## config.mk

```make
export PLATFORM = sky130hd
export DESIGN_NAME = timestamped_event_hold_lookup
export DESIGN_NICKNAME = d
export VERILOG_FILES = /design/src/tehl_pkg.sv /design/src/timestamped_event_hold_lookup.sv /design/src/tehl_dp.sv /design/src/tehl_ctrl.sv
export SDC_FILE = /design/constraint.sdc
export NUM_CORES = 2
export LEC_CHECK = 0
export ABC_AREA = 1
export BUFFER_PORTS_ARGS = -buffer_cell sky130_fd_sc_hd__buf_2
export CORE_MARGIN = 2
export CORE_UTILIZATION = 40
export CTS_BUF_LIST = sky130_fd_sc_hd__clkbuf_8
export DETAILED_ROUTE_END_ITERATION = 10
export PLACE_DENSITY = 0.61
export SETUP_SLACK_MARGIN = 0.02
export SYNTH_ARGS = -nofsm -noshare
export SYNTH_HDL_FRONTEND = slang
export SYNTH_SLANG_ARGS = --single-unit
```

## constraint.sdc

```tcl
create_clock -name i_clk -period 8.1 [get_ports i_clk]
set_input_delay 2.025 -clock i_clk [delete_from_list [all_inputs] [get_ports i_clk]]
set_output_delay 2.025 -clock i_clk [all_outputs]
set_load 0.05 [all_outputs]
```

## src/tehl_pkg.sv

```systemverilog
// Shared types and constants for the timestamped event hold lookup.
// Holds the controller/datapath command and status structs and reset values.
// No dependencies.
`timescale 1ns / 1ps

package tehl_pkg;

    // Default ring depth handed to the top level.
    localparam int RING_DEPTH_DEF = 16;

    // Configuration register indexes.
    localparam logic CFG_AMPLITUDE   = 1'b0;
    localparam logic CFG_TIME_OFFSET = 1'b1;

    // Register reset values, signed Q16.16.
    localparam logic signed [31:0] AMPLITUDE_RST   = 32'sh0001_0000;
    localparam logic signed [31:0] TIME_OFFSET_RST = 32'sh0000_0000;

    // Commands from the controller to the datapath.
    typedef struct packed {
        logic clr;    // write zero to the next ring entry of the clearing pass
        logic rec;    // store a recorded item at the advanced write pointer
        logic start;  // latch query time and flags, aim the read pointer at the newest entry
        logic rd;     // read the entry at the read pointer and step it back
        logic ev;     // evaluate the entry read in the previous cycle
        logic mul;    // form the product of amplitude and the held value
        logic load;   // load the saturated product, or zero for an inactive source, into the output register
    } t_dp_cmd;

    // Status from the datapath to the controller.
    typedef struct packed {
        logic clr_last;  // the clearing pass is at the last entry
        logic stop;      // the evaluated entry ends the walk
    } t_dp_sts;

endpackage

```

## src/timestamped_event_hold_lookup.sv

```systemverilog
// Top level of the timestamped event hold lookup: joins controller and datapath.
// Depends on tehl_pkg, tehl_ctrl and tehl_dp.
//
//   channel  | direction | handshake                 | payload
//   ---------+-----------+---------------------------+-------------------------------------
//   in       | input     | i_in_valid / o_in_stall   | command, event_time, sample_value,
//            |           |                           | source_active
//   out      | output    | o_out_valid / i_out_stall | result_value
//   cfg      | input     | i_cfg_valid / o_cfg_ready | i_cfg_index, i_cfg_data
//
// A record item is written to the ring when it is accepted. A query item is accepted,
// then walks the ring from the newest entry back, reading each entry through the single
// registered read port and then comparing it, until the walk ends; it then multiplies
// and loads the output register. An inactive query skips the walk. After reset a clearing
// pass writes the ring to zero, and no item is accepted until it ends. A stalled result
// holds in the output register; the next item is accepted meanwhile and its result waits behind it.
`timescale 1ns / 1ps

module timestamped_event_hold_lookup
    import tehl_pkg::*;
#(
    parameter int RING_DEPTH = RING_DEPTH_DEF
) (
    input  logic               i_clk,
    input  logic               i_rst_n,
    input  logic               i_in_valid,
    output logic               o_in_stall,
    input  logic               i_command,
    input  logic signed [31:0] i_event_time,
    input  logic signed [31:0] i_sample_value,
    input  logic               i_source_active,
    output logic               o_out_valid,
    input  logic               i_out_stall,
    output logic signed [31:0] o_result_value,
    input  logic               i_cfg_valid,
    output logic               o_cfg_ready,
    input  logic               i_cfg_index,
    input  logic [31:0]        i_cfg_data
);

    t_dp_cmd cmd;
    t_dp_sts sts;

    // Configuration registers take a write in any cycle.
    assign o_cfg_ready = 1'b1;

    tehl_ctrl #(
        .RING_DEPTH(RING_DEPTH)
    ) u_ctrl (
        .i_clk           (i_clk),
        .i_rst_n         (i_rst_n),
        .i_in_valid      (i_in_valid),
        .i_command       (i_command),
        .i_source_active (i_source_active),
        .i_out_stall     (i_out_stall),
        .i_sts           (sts),
        .o_cmd           (cmd),
        .o_in_stall      (o_in_stall),
        .o_out_valid     (o_out_valid)
    );

    tehl_dp #(
        .RING_DEPTH(RING_DEPTH)
    ) u_dp (
        .i_clk           (i_clk),
        .i_rst_n         (i_rst_n),
        .i_cmd           (cmd),
        .o_sts           (sts),
        .i_event_time    (i_event_time),
        .i_sample_value  (i_sample_value),
        .i_source_active (i_source_active),
        .i_cfg_wr        (i_cfg_valid),
        .i_cfg_index     (i_cfg_index),
        .i_cfg_data      (i_cfg_data),
        .o_result_value  (o_result_value)
    );

endmodule

```

## src/tehl_dp.sv

```systemverilog
// Datapath of the timestamped event hold lookup: ring memory, walk compare,
// configuration registers, multiplier and output register.
// Depends on tehl_pkg.
`timescale 1ns / 1ps

module tehl_dp
    import tehl_pkg::*;
#(
    parameter int RING_DEPTH = RING_DEPTH_DEF
) (
    input  logic               i_clk,
    input  logic               i_rst_n,
    input  t_dp_cmd            i_cmd,
    output t_dp_sts            o_sts,
    input  logic signed [31:0] i_event_time,
    input  logic signed [31:0] i_sample_value,
    input  logic               i_source_active,
    input  logic               i_cfg_wr,
    input  logic               i_cfg_index,
    input  logic [31:0]        i_cfg_data,
    output logic signed [31:0] o_result_value
);

    localparam int AW = $clog2(RING_DEPTH);
    localparam logic [AW-1:0] LAST = AW'(RING_DEPTH - 1);

    // Ring storage: time in the upper half, value in the lower half.
    logic [63:0]        r_ring [RING_DEPTH];
    logic [63:0]        r_rdata;
    logic [AW-1:0]      r_wi;
    logic [AW-1:0]      r_raddr;
    logic [AW-1:0]      r_caddr;

    logic signed [31:0] r_amp;
    logic signed [31:0] r_toff;

    logic signed [31:0] r_qtime;
    logic               r_active;
    logic               r_have;
    logic               r_seen;
    logic [31:0]        r_best;
    logic signed [31:0] r_cval;
    logic signed [63:0] r_prod;

    logic [AW-1:0]      wi_next;
    logic [AW-1:0]      raddr_prev;
    logic signed [32:0] qsum;
    logic signed [31:0] qtime;
    logic signed [31:0] e_time;
    logic signed [31:0] e_val;
    logic signed [32:0] delta;
    logic               qual;
    logic               closer;
    logic signed [31:0] sat_prod;

    // Pointer stepping with wrap for any depth.
    assign wi_next    = (r_wi == LAST) ? '0 : r_wi + 1'b1;
    assign raddr_prev = (r_raddr == '0) ? LAST : r_raddr - 1'b1;

    // Query time plus offset, saturated to 32 bits.
    assign qsum = 33'(i_event_time) + 33'(r_toff);
    always_comb begin
        if (qsum[32] != qsum[31]) begin
            qtime = qsum[32] ? 32'sh8000_0000 : 32'sh7FFF_FFFF;
        end else begin
            qtime = qsum[31:0];
        end
    end

    // Compare of the entry read in the previous cycle against the query time.
    assign e_time = r_rdata[63:32];
    assign e_val  = r_rdata[31:0];
    assign qual   = (e_time <= r_qtime);
    assign delta  = 33'(r_qtime) - 33'(e_time);
    assign closer = !r_have || (delta[31:0] < r_best);

    assign o_sts.stop     = i_cmd.ev && qual && !closer;
    assign o_sts.clr_last = (r_caddr == LAST);

    // Floor shift by 16 is the arithmetic shift; saturate when bits 63..47 differ.
    always_comb begin
        if ((r_prod[63:47] != '0) && (r_prod[63:47] != '1)) begin
            sat_prod = r_prod[63] ? 32'sh8000_0000 : 32'sh7FFF_FFFF;
        end else begin
            sat_prod = r_prod[47:16];
        end
    end

    // Ring memory: one write port, one registered read port.
    always_ff @(posedge i_clk) begin
        if (i_cmd.clr) begin
            r_ring[r_caddr] <= '0;
        end else if (i_cmd.rec) begin
            r_ring[wi_next] <= {i_event_time, i_sample_value};
        end
        if (i_cmd.rd) begin
            r_rdata <= r_ring[r_raddr];
        end
    end

    // Pointers and configuration registers.
    always_ff @(posedge i_clk) begin
        if (!i_rst_n) begin
            r_wi    <= '0;
            r_caddr <= '0;
            r_raddr <= '0;
            r_amp   <= AMPLITUDE_RST;
            r_toff  <= TIME_OFFSET_RST;
        end else begin
            if (i_cmd.clr && (r_caddr != LAST)) begin
                r_caddr <= r_caddr + 1'b1;
            end
            if (i_cmd.rec) begin
                r_wi <= wi_next;
            end
            if (i_cmd.start) begin
                r_raddr <= r_wi;
            end else if (i_cmd.rd) begin
                r_raddr <= raddr_prev;
            end
            if (i_cfg_wr) begin
                case (i_cfg_index)
                    CFG_AMPLITUDE:   r_amp  <= i_cfg_data;
                    CFG_TIME_OFFSET: r_toff <= i_cfg_data;
                    default:         r_amp  <= r_amp;
                endcase
            end
        end
    end

    // Walk state: closest qualifying entry so far, and the newest value as fallback.
    always_ff @(posedge i_clk) begin
        if (!i_rst_n) begin
            r_have <= 1'b0;
            r_seen <= 1'b0;
        end else if (i_cmd.start) begin
            r_have <= 1'b0;
            r_seen <= 1'b0;
        end else if (i_cmd.ev) begin
            r_seen <= 1'b1;
            if (qual && closer) begin
                r_have <= 1'b1;
            end
        end
    end

    always_ff @(posedge i_clk) begin
        if (i_cmd.start) begin
            r_qtime  <= qtime;
            r_active <= i_source_active;
        end
        if (i_cmd.ev) begin
            if (qual && closer) begin
                r_best <= delta[31:0];
                r_cval <= e_val;
            end else if (!r_seen) begin
                r_cval <= e_val;
            end
        end
        if (i_cmd.mul) begin
            r_prod <= r_amp * r_cval;
        end
        if (i_cmd.load) begin
            o_result_value <= r_active ? sat_prod : 32'sh0;
        end
    end

endmodule

```

## src/tehl_ctrl.sv

```systemverilog
// Controller of the timestamped event hold lookup: clearing pass, item
// acceptance, ring walk sequencing and output handshake.
// Depends on tehl_pkg.
`timescale 1ns / 1ps

module tehl_ctrl
    import tehl_pkg::*;
#(
    parameter int RING_DEPTH = RING_DEPTH_DEF
) (
    input  logic    i_clk,
    input  logic    i_rst_n,
    input  logic    i_in_valid,
    input  logic    i_command,
    input  logic    i_source_active,
    input  logic    i_out_stall,
    input  t_dp_sts i_sts,
    output t_dp_cmd o_cmd,
    output logic    o_in_stall,
    output logic    o_out_valid
);

    localparam int CW = $clog2(RING_DEPTH + 1);

    localparam logic [2:0] S_CLR  = 3'd0;
    localparam logic [2:0] S_IDLE = 3'd1;
    localparam logic [2:0] S_WALK = 3'd2;
    localparam logic [2:0] S_MUL  = 3'd3;
    localparam logic [2:0] S_OUT  = 3'd4;

    logic [2:0]    r_state;
    logic [2:0]    n_state;
    logic [CW-1:0] r_nrd;
    logic [CW-1:0] n_nrd;
    logic [CW-1:0] r_nev;
    logic [CW-1:0] n_nev;
    logic          r_out_vld;
    logic          n_out_vld;
    logic          in_acc;
    logic          out_free;

    assign o_in_stall  = (r_state != S_IDLE);
    assign o_out_valid = r_out_vld;
    assign in_acc      = i_in_valid && (r_state == S_IDLE);
    assign out_free    = !r_out_vld || !i_out_stall;

    // Next state, walk counters and datapath commands.
    always_comb begin
        n_state   = r_state;
        n_nrd     = r_nrd;
        n_nev     = r_nev;
        o_cmd     = '0;
        case (r_state)
            S_CLR: begin
                o_cmd.clr = 1'b1;
                if (i_sts.clr_last) begin
                    n_state = S_IDLE;
                end
            end
            S_IDLE: begin
                if (in_acc) begin
                    if (i_command) begin
                        o_cmd.start = 1'b1;
                        n_nrd       = '0;
                        n_nev       = '0;
                        n_state     = i_source_active ? S_WALK : S_MUL;
                    end else begin
                        o_cmd.rec = 1'b1;
                    end
                end
            end
            S_WALK: begin
                // A read issued in one cycle is evaluated in the next.
                if (r_nrd != CW'(RING_DEPTH)) begin
                    o_cmd.rd = 1'b1;
                    n_nrd    = r_nrd + 1'b1;
                end
                if (r_nev != r_nrd) begin
                    o_cmd.ev = 1'b1;
                    n_nev    = r_nev + 1'b1;
                    if (i_sts.stop || (r_nev == CW'(RING_DEPTH - 1))) begin
                        n_state = S_MUL;
                    end
                end
            end
            S_MUL: begin
                o_cmd.mul = 1'b1;
                n_state   = S_OUT;
            end
            S_OUT: begin
                if (out_free) begin
                    o_cmd.load = 1'b1;
                    n_state    = S_IDLE;
                end
            end
            default: begin
                n_state = S_IDLE;
            end
        endcase
    end

    // Output register valid: set on load, cleared when the item is taken.
    always_comb begin
        if (o_cmd.load) begin
            n_out_vld = 1'b1;
        end else if (r_out_vld && !i_out_stall) begin
            n_out_vld = 1'b0;
        end else begin
            n_out_vld = r_out_vld;
        end
    end

    always_ff @(posedge i_clk) begin
        if (!i_rst_n) begin
            r_state   <= S_CLR;
            r_nrd     <= '0;
            r_nev     <= '0;
            r_out_vld <= 1'b0;
        end else begin
            r_state   <= n_state;
            r_nrd     <= n_nrd;
            r_nev     <= n_nev;
            r_out_vld <= n_out_vld;
        end
    end

    // Evaluations never run ahead of reads, and trail them by at most one.
    a_ev_after_rd: assert property (@(posedge i_clk) disable iff (!i_rst_n)
        (r_state == S_WALK) |-> ((r_nev == r_nrd) || (r_nev + 1'b1 == r_nrd)))
        else $error("walk evaluation count out of step with reads");

    // A result is loaded only into a free output register.
    a_load_free: assert property (@(posedge i_clk) disable iff (!i_rst_n)
        o_cmd.load |-> (!r_out_vld || !i_out_stall))
        else $error("output register overwritten");

    // The clearing pass ends in idle once the last entry is written.
    a_clr_end: assert property (@(posedge i_clk) disable iff (!i_rst_n)
        ((r_state == S_CLR) && i_sts.clr_last) |=> (r_state == S_IDLE))
        else $error("clearing pass did not end");

    // No ring write may happen while a query is being walked.
    a_no_rec_walk: assert property (@(posedge i_clk) disable iff (!i_rst_n)
        (o_cmd.rec || o_cmd.clr) |-> !(o_cmd.rd || o_cmd.ev))
        else $error("ring written during a walk");

endmodule
```

Yosys cells after proc, flatten, opt, wreduce, memory -nomap -nowiden

Memories as Yosys holds them, arrays and structs flattened. A register that Yosys moved wholly into a read port is not among the register bits.
Cells that the tools add are included.

Add/sub/neg operators: 7
$mul: 1
Order comparisons: 2
Equality and inequality tests: 21
Mux-type cells: 45
Bitwise gates (word level): 2
Reduce and logical (&&, ||, !) cells: 29

Operator list:

| kind                   | number |
|---|---|
| $mux W32               | 6 |
| $mul A32 B32 Y64       | 1 |
| $mux W64               | 1 |
| $reduce_or A64 Y1      | 1 |
| $add A32 B32 Y33       | 1 |
| $le A32 B32 Y1         | 1 |
| $lt A32 B32 Y1         | 1 |
| $sub A32 B32 Y32       | 1 |
| $mux W4                | 5 |
| $mux W5                | 4 |
| $pmux W5 S2            | 2 |
| $mux W3                | 6 |
| $mux W1                | 17 |
| $ne A17 B17 Y1 const B | 1 |
| $reduce_bool A17 Y1    | 1 |
| $pmux W3 S5            | 1 |
| $add A5 B1 Y5 const B  | 2 |
| $ne A2 B1 Y1 const B   | 5 |
| $add A4 B1 Y4 const B  | 2 |
| $eq A4 B4 Y1 const B   | 2 |
| $reduce_and A2 Y1      | 4 |
| $reduce_and A4 Y1      | 2 |
| $logic_and A1 B1 Y1    | 7 |
| $eq A3 B2 Y1 const B   | 2 |
| other kinds (19)       | 31 |

Register bits after elaboration: 285
RAM bits: 1024
Input port bits: 104
Output and inout bits: 35
Word-level logic and storage cells: 125
Memories kept: 1

Memories:

| memory      | depth | bits a word | read ports | clocked after Yosys merged registers in | write ports | RTL line      | source |
|---|---|---|---|---|---|---|---|
| u_dp.r_ring | 16    | 64          | 1          | 1                                       | 1           | tehl_dp.sv:28 | `logic [63:0] r_ring [RING_DEPTH];` |

Logic depth before layout (Yosys ltp)

Depth in word-level cells: 9
Mapped depth: 33
Mapped depth without buffers: 31

Modules after synthesis

Synthesis repeated with hierarchy kept, for this count alone.

Cell total of the unflattened synthesis: 9559
Area, all modules: 94262.9 µm²

By module, submodules not included:

| module                        | times used | cells each | area each (µm²) | seq. area each (µm²) |
|---|---|---|---|---|
| tehl_dp                       | 1          | 9420       | 93338.3         | 39547.9 |
| tehl_ctrl                     | 1          | 137        | 913.4           | 280.3 |
| timestamped_event_hold_lookup | 1          | 2          | 11.3            | 0.0 |

Worst setup path before layout

No wires, ideal clock.

Kind: input -> register
From: in i_command
To: mem u_dp.r_ring[1][0] (enable)
Library setup time: 565 ps
Data arrival time: 7106 ps
Data required time: 7535 ps
Setup slack: 429 ps
Stages: 9
Path buffers: 0
Cell sequence: nor2_2 nand2_2 inv_2 nand3_1 o21ai_1 inv_1 nor2_1 inv_1 nor3_1

Cells in the longest elaborated chain, start to end: 8

RTL lines:

| item                                                       | RTL line                            | source |
|---|---|---|
| from (decl)                                                | timestamped_event_hold_lookup.sv:28 | `input logic i_command,` |
| $mux W1 *                                                  | tehl_ctrl.sv:62                     | `if (i_command) begin` |
| $mux W2 *                                                  | tehl_ctrl.sv:61                     | `if (in_acc) begin` |
| $mux W2 *                                                  | tehl_ctrl.sv:53                     | `case (r_state)` |
| $mux W1 *                                                  | tehl_dp.sv:93                       | `end else if (i_cmd.rec) begin` |
| $mux W1 *                                                  | tehl_dp.sv:91                       | `if (i_cmd.clr) begin` |
| $mux W1 (implied by the code) *                            | tehl_dp.sv:94                       | `r_ring[wi_next] <= {i_event_time, i_sample_value};` |
| $reduce_or A64 Y1 (no source line)                         | n/a                                 |  |
| $mux W4 (no source line) / $mux W1 (equally long branches) | n/a                                 |  |
| to (decl)                                                  | tehl_dp.sv:28                       |  |

Every way passes the cells marked *; elsewhere a longest branch is shown, timed or not.

Worst setup path after layout

From: reg u_dp.r_amp[17]
To: reg u_dp.r_prod[38] (data pin)

Cells in the longest elaborated chain, start to end: 1

RTL lines:

| item                   | RTL line       | source |
|---|---|---|
| from (decl)            | tehl_dp.sv:34  | `logic signed [31:0] r_amp;` |
| from (signal assigned) | tehl_dp.sv:123 | `CFG_AMPLITUDE: r_amp <= i_cfg_data;` |
| from (signal assigned) | tehl_dp.sv:125 | `default: r_amp <= r_amp;` |
| $mul A32 B32 Y64       | tehl_dp.sv:161 | `r_prod <= r_amp * r_cval;` |
| to (signal assigned)   | tehl_dp.sv:161 |  |
| to (decl)              | tehl_dp.sv:43  | `logic signed [63:0] r_prod;` |

No other way between the ends.
A chain may end at the register's enable or synchronous reset.

==> summary.txt <==
Routing
  • Average wire per standard cell: 21.9 um
  • Total Wirelength: 276,000 um
  • Initial DRC count: 6,193
  • Post-route DRC: 0
  • Vias: 66.1k
  • Via count normalized by instance count: 5.24
  • Routed Antenna Nets: 0
  • First-pass DRT Iterations: 6

Synthesis
  • Async set or reset register ratio after synthesis: 0%
  • Number of synthesized flops with an enable pin: 1,265
  • Sequential-to-total area share from yosys stat: 42.7%
  • Synth Register Bits: 1,357
  • Cell accounting for the most synthesized area: edfxtp_1
  • Share of the synthesized area in the top cell type: 40.7%
  • Cell count after synthesis: 9,319
  • Prevailing post-synth register cell: edfxtp_1
  • Synth area leaders: edfxtp_1 41%, fa_1 23%, inv_1 7.5%
  • Synth unique cells: 54
  • Nets in the synthesized netlist: 10.8k
  • Mapped Area: 93,400 um^2
  • Warning count from the yosys run: 0
  • Avg Synthesized Cell Area: 10.0 um^2

Setup path
  • Critical Path Fanout Max: 10
  • Endpoint class of the critical path: register
  • Arr. time, crit path: 8.53 ns
  • Required time reported for the critical path endpoint: 8.82 ns
  • Critical path launch point type: register
  • Kind of critical path: reg -> reg

Cells and area
  • Most common cell after layout, fill and taps aside: inv_1
  • Fin util: 44.1%
  • Most frequent cells in the layout: 1,954 x inv_1, 1,607 x nand2_1, 1,265 x edfxtp_1
  • Share of layout cells above drive strength 1: 6.66%
  • Layout area overhead: 9.66%
  • Number of nets in the final layout: 10.9k

Pwr
  • Worst VDD drop: 0.000797 V
  • Clock power frac: 12.8%
  • Net switching power: 23,300 uW
  • LEAKAGE: 0.0466 uW
  • Power share of the combinational group: 65.9%
  • Internal Dissipation: 22,800 uW
  • Switching fraction of total power: 50.5%
  • Pwr dens: 450 nW/um^2
  • Share of power burned in registers: 21.3%

Global route
  • Tot GR Track Use: 23.4%
  • Global-route wire length before repair: 423,000 um
  • Via count of the first global-routing pass: 68.4k
  • Pin count of the biggest net entering global routing: 213
  • Initial antenna violation count: 8
  • Overall overflow remaining after global route: 0

Floorplanning
  • Die H: 487 um
  • Initial cell density of the core: 40.2%
  • Die Area: 237,000 um^2
  • Die width: 487 um
  • Number of rows in the core area: 177
  • Placeable Area: 232,000 um^2
  • Ports: 139

Clocking
  • Worst-Skew Late Latency: 1.02 ns
  • Clock sink total: 1,357
  • Clock tree from TritonCTS: yes
  • Number of buffers added by the clock tree synthesis step: 220
  • Clock edge transition at the registers on the reported setup and hold paths: 0.06 ns
  • Clk Tree Root Cell: clkbuf_8
  • Number of levels in the clock H-tree: 4
  • Largest buffer count on any clock path: 3

STA
  • Maximum frequency from static timing analysis: 128 MHz
  • Final setup violation count: 0
  • Minimum period implied by the final worst setup slack: 7.81 ns
  • Total negative slack: 0 ns
  • Number of hold violations in the final report: 0
  • Final period util: 96.5%
  • RSZ-0062 raised after global routing: false
  • Clock skew after layout: 0.0877 ns
  • Slew of the pin with the lowest slew margin: 1.31 ns
  • Headroom to the max-slew limit: 12.0%
  • Number of slew-limit violations in the final report: 0

Placed design
  • Half-perimeter wire length after placement: 191,000 um
  • Count of buffers inserted at the top-level ports: 137
  • Final Wtd Congestion: 1.00

Status
  • Run status: finished clean

Flow run
  • Max-cap viol count: 0

Worst hold path
  • Worst min path class: reg -> reg
[registers in the layout (all words and copies together) (netlist names), 5 cells and up]
signal / flops
u_ctrl.r_nev: 5
u_ctrl.r_nrd: 5
u_dp.o_result_value: 32
u_dp.r_amp: 32
u_dp.r_best: 32
u_dp.r_cval: 32
u_dp.r_prod: 48
u_dp.r_qtime: 32
u_dp.r_rdata: 64
u_dp.r_ring: 1024
u_dp.r_toff: 32
[routing by layer]
metal	global-route usage, %	wire length, um	vias to the layer above
met5	0	11	-
met4	6.78	7720	2
met3	3.88	19800	414
met2	37.7	129000	2416
met1	32.5	120000	33700
li1	-	-	29600
[path summary, 6_finish.rpt]
| path | startpoint | endpoint | slack [ns] | cells after the start |
|---|---|---|---|---|
| worst min-delay path | u_dp.r_rdata[12] | u_dp.r_cval[12] | 0.39 | 0 |
| worst max-delay path | u_dp.r_amp[17] | u_dp.r_prod[38] | 0.29 | 23 |
| worst min register to register | u_dp.r_rdata[12] | u_dp.r_cval[12] | 0.39 | 0 |
| worst max register to register | u_dp.r_amp[17] | u_dp.r_prod[38] | 0.29 | 23 |
[power by group through the flow]
stage                     sequential [uW]  clock, uW  combinational [uW]
after CTS                            9800       6020               30300
after detailed placement             9940          0               30100
final                                9800       5910               30400
after global placement               9920          0               30000
after global routing                 9840       6310               33800
after floorplan                      9880          0               19500
[critical path, stage by stage, from the launching register on]
cell and delay, ns:
dfxtp_1 0.83, buf_4 0.28, nand2_1 0.07, inv_1 0.13
fa_1 0.43, fa_1 0.50, inv_1 0.06, fa_1 0.51
fa_1 0.53, inv_1 0.06, fa_1 0.59, fa_1 0.44
fa_1 0.52, fa_1 0.43, ha_1 0.44, nand2_1 0.13
nor2_1 0.12, inv_1 0.11, nor4_1 0.49, nand2_1 0.10
nand2_1 0.17, nand2_1 0.07, nand2_1 0.12, xor2_1 0.44
[final cells by class]
class	count	area, um^2
Clock buffer	226	3110
Clock inverter	181	1210
Sequential cell	1357	39800
Fill cell	21900	130000
Multi-Input combinational cell	5633	44900
Antenna cell	4	10.0
Timing Repair Buffer	309	2440
Tap cell	3043	3810
Inverter	1869	7030
[cells in the mapped netlist (all sizes together) (2+ instances only)]
cell / count
inv: 1869
nand2: 1611
edfxtp: 1265
fa: 1083
nor2: 965
o21ai: 692
clkbuf: 433
ha: 283
a21oi: 229
nand3: 183
o22ai: 162
o221ai: 97
dfxtp: 92
xor2: 80
nor3: 35
o211ai: 33
xnor2: 30
buf: 27
nand4: 21
a21o: 19
a31oi: 18
nor4: 13
o21a: 13
or2: 13
o21bai: 10
a21boi: 7
nand3b: 7
a211oi: 6
a221oi: 5
o2111ai: 3
and2: 2
o211a: 2
[what timing repair did]
action / CTS / global route
hold buffers: 0 / 0
buffers inserted: 0 / 2
setup endpoints to repair: 0 / 10
gates resized for setup: 0 / 9
[kinds of logic (layout without fill, tap and decap cells)]
family | Yosys count | after routing | synth area share, %
AOI/OAI and AO/OA | 1304 | 1304 | 7.94
xor gates and xnor gates | 110 | 110 | 1.03
adders and majority gates | 1366 | 1366 | 27.0
buffers and inverters | 2329 | 2585 | 9.41
DFF | 1357 | 1357 | 42.7
other | 1 | 5 | 0.00402
and+or+nand+nor | 2852 | 2852 | 12.0
[per-stage QoR]
step	power [uW]	hold WS (ns)	worst slack [ns]	cell area, um^2	std cells
final	46100	0.392	0.287	102000	12600
after global routing	49900	0.399	0.0425	102000	12600
after CTS	46100	0.381	0.0683	102000	12600
after detailed placement	40100	0.405	0.0450	98000	12200
after global placement	39900	0.402	0.0651	98000	12200
after floorplan	29400	0.400	0.429	93400	9319
(Power assumes the default switching activity.)
